--- src/rtl/core/lag_ram.sv ---
// Generic simple dual-port RAM with one write port and a registered read port.
`default_nettype none

module lag_ram #(
  parameter int WIDTH = 8,
  parameter int DEPTH = 16
) (
  input  wire logic                     clk,
  input  wire logic                     wr_en,
  input  wire logic [$clog2(DEPTH)-1:0] wr_addr,
  input  wire logic [WIDTH-1:0]         wr_data,
  input  wire logic                     rd_en,
  input  wire logic [$clog2(DEPTH)-1:0] rd_addr,
  output logic      [WIDTH-1:0]         rd_data
);

  logic [WIDTH-1:0] mem [DEPTH];

  // Write port.
  always_ff @(posedge clk) begin
    if (wr_en) begin
      mem[wr_addr] <= wr_data;
    end
  end

  // Read port; the data holds while no read is enabled.
  always_ff @(posedge clk) begin
    if (rd_en) begin
      rd_data <= mem[rd_addr];
    end
  end

endmodule

`default_nettype wire

--- config.mk ---
export PLATFORM = sky130hd
export DESIGN_NAME = lag_ram
export DESIGN_NICKNAME = d
export VERILOG_FILES = /design/src/rtl/core/lag_ram.sv
export SDC_FILE = /design/constraint.sdc
export NUM_CORES = 1
export LEC_CHECK = 0
export ABC_AREA = 1
export BUFFER_PORTS_ARGS = -buffer_cell sky130_fd_sc_hd__buf_2
export CAP_MARGIN = 20
export CELL_PAD_IN_SITES_DETAIL_PLACEMENT = 0
export CELL_PAD_IN_SITES_GLOBAL_PLACEMENT = 1
export CORE_ASPECT_RATIO = 0.6
export CORE_MARGIN = 2
export CORE_UTILIZATION = 30
export DETAILED_ROUTE_END_ITERATION = 10
export GPL_ROUTABILITY_DRIVEN = 1
export PLACE_DENSITY_LB_ADDON = 0.1
export SLEW_MARGIN = 20
export SYNTH_ARGS = -nofsm -noshare
export SYNTH_HDL_FRONTEND = slang
export SYNTH_SLANG_ARGS = --single-unit
--- constraint.sdc ---
create_clock -name clk -period 2.15 [get_ports clk]
set_clock_uncertainty 0.2 [all_clocks]
set_input_delay 0.43 -clock clk [delete_from_list [all_inputs] [get_ports clk]]
set_output_delay 0.43 -clock clk [all_outputs]
set_load 0.05 [all_outputs]
==> impl_metrics.json <==
{
  "die_w_um": 184.2,
  "gp_congestion": 0.7273,
  "synth_warnings": 0,
  "rsz0062_at_grt": "no",
  "placed_cells": 844,
  "insertion_delay_ns": 0.42,
  "final_cells": 877,
  "totalWireLength_um": 15500,
  "cts_tree": "built",
  "worst-path-stages": 1,
  "fin_crit_sh_pct": 81.28,
  "syn-num-nets": 570,
  "ys_types": 11,
  "placed_area_um2": 6369,
  "num_rows": 39,
  "die_area_um2": 20660,
  "nets": 616,
  "vias_per_cell": 4.380,
  "setup_viol": 0,
  "cts.reportedPaths.clkPinSlew_ns": 0.06,
  "status": "finished, final reports clean",
  "reg2reg_to": "rd_data[6]",
  "drive_above_1_share_pct": 13.77,
  "cp.arrival_ns": 1.12,
  "p_int_mw": 4.814,
  "syn-cell-area_um2": 5847,
  "grt_pass1_wl_um": 23270,
  "rr_startpoint": "mem[13][6]",
  "crit_path_end_kind": "primary output",
  "num_vias": 3841,
  "tightestPinTransition_ns": 0.7129,
  "slew_violations": 0,
  "grt_pass1_vias": 3667,
  "crit_start": "rd_data[4]",
  "port_buffers": 26,
  "postCtsHoldBufs": 0,
  "dp_slack_ns": 0.2039,
  "r2r_cells": 6,
  "drc": 0,
  "grt_usage_pct": 15.93,
  "p_leak_nw": 2.939,
  "fill_cells": 1948,
  "io-pin-count": 27,
  "rrSetupSlack_ns": 0.84,
  "cts-root-buf": "clkbuf_16",
  "grt_max_degree": 44,
  "final_common_cell": "nand2_1",
  "crit_family": "flip-flops",
  "wl_per_cell_um": 17.67,
  "syn_inst": 551,
  "crit_slowest_cell": "edfxtp_1",
  "finalCriticalPeriod_ns": 1.748,
  "drtIter0Drc": 259,
  "cts-resized-gates": 0,
  "switching_share_pct": 23.80,
  "crit_chain": "buf_2",
  "coreArea_um2": 19080,
  "fin_area_um2": 6950,
  "post-dp-hpwl_um": 10040,
  "syn_to_final_growth_pct": 18.87,
  "criticalPathCategory": "flip-flop to primary output",
  "power_density_nw_per_um2": 909.0,
  "start_util_pct": 30.64,
  "max_freq_mhz": 572.2,
  "critPathRequiredTime_ns": 1.52,
  "clockBufferDepth": 2,
  "avgSynthCellArea_um2": 10.61,
  "ant_nets": 0,
  "antenna_found_initial": 1,
  "ys_seq_area_share_pct": 69.85,
  "htreeDepth": 4,
  "mostFrequentLayoutCells": "nand2_1, edfxtp_1, inv_1",
  "hold_depth": 1,
  "cts.sinks": 136,
  "timing.final.ws_setup_ns": 0.4024,
  "cp_num_buf_inv": 1,
  "cts_buffers": 17,
  "crit_path_start_kind": "flip-flop",
  "hold_class": "input port to flip-flop",
  "p_sw_mw": 1.504,
  "combPwrFrac_pct": 6.6,
  "grt_overflow": 0,
  "tns_ns": 0,
  "worst_ir_drop_vdd_mv": 0.5448,
  "critPathMaxStageDelay_ns": 0.41,
  "cap_viol_max_count": 0,
  "ys_ff_latch": 136,
  "cp_max_fo": 1,
  "cp-endpoint": "rd_data[4]",
  "cts_setup_buffers": 0,
  "hold_violations": 0,
  "clkPwrFrac_pct": 45.9,
  "power_frac_seq_pct": 47.6,
  "fp.dieH_um": 112.1,
  "slew_headroom_pct": 52.40,
  "drt-pass1-iter-count": 4
}
[cell usage after synthesis]
cell / instances / area (um2)
nand3b_1: 2 / 15.01
buf_2: 13 / 65.06
edfxtp_1: 136 / 4084
buf_4: 4 / 30.03
buf_1: 1 / 3.750
nand3_1: 97 / 485.5
nor2_1: 17 / 63.81
nand2_1: 173 / 649.4
inv_2: 2 / 7.510
inv_1: 100 / 375.4
buf_6: 6 / 67.56
[cells by family (layout without fill, tap and decap cells)]
family / after synthesis / in the layout / synth area share (%)
other cells: 0 / 1 / 0
simple gates: 289 / 289 / 20.76
flops: 136 / 136 / 69.85
buf+inv: 126 / 185 / 9.394
[per-layer routing]
layer / vias to the layer above / part of all wire, % / global-route usage, %
met5: - / 0 / 0
met4: 0 / 1.1 / 5.120
met3: 14 / 3.9 / 3.277
met2: 74 / 42 / 22.21
met1: 1876 / 53 / 24.54
li1: 1877 / - / -
[power by group through the flow]
stage          combinational, mW  sequential (mW)  clock, mW
2_1_floorplan              0.209             3.10          0
3_3_place_gp               0.424             3.06          0
3_5_place_dp               0.427             3.06          0
4_1_cts                    0.428             3.01       2.96
5_1_grt                    0.465             3.01       3.06
6_report                   0.414             3.01       2.90
[registers in the layout (all words and copies together) (netlist names)]
register and cells:
mem 128, rd_data 8
[worst min path at each step]
stage          startpoint          to
2_1_floorplan  wr_data[0]   mem[0][0]
3_3_place_gp   mem[12][5]  rd_data[5]
3_5_place_dp   mem[12][5]  rd_data[5]
4_1_cts        wr_data[1]   mem[6][1]
5_1_grt        wr_data[1]   mem[6][1]
6_report       wr_data[1]   mem[4][1]
[cell type report]
class / count / area (um2) / share of cell area [%]
Antenna cell: 1 / 2.502 / 0.03600
Clock buffer: 18 / 429.2 / 6.175
Clock inverter: 14 / 150.1 / 2.160
Inverter: 102 / 382.9 / 5.509
Multi-Input combinational cell: 289 / 1214 / 17.46
Sequential cell: 136 / 4084 / 58.76
Tap cell: 266 / 332.8 / 4.788
Timing Repair Buffer: 51 / 355.3 / 5.113
[per-stage QoR]
stage / hold WS, ns / utilization (%) / power [mW]
after floorplan: 0.3289 / - / 3.310
after global placement: 0.5171 / 33.38 / 3.489
after detailed placement: 0.5214 / 33.38 / 3.491
after CTS: 0.2080 / 36.42 / 6.398
after global routing: 0.2167 / 36.42 / 6.538
final: 0.2103 / 36.43 / 6.318
Note: power is estimated with default switching activity, not from simulation.
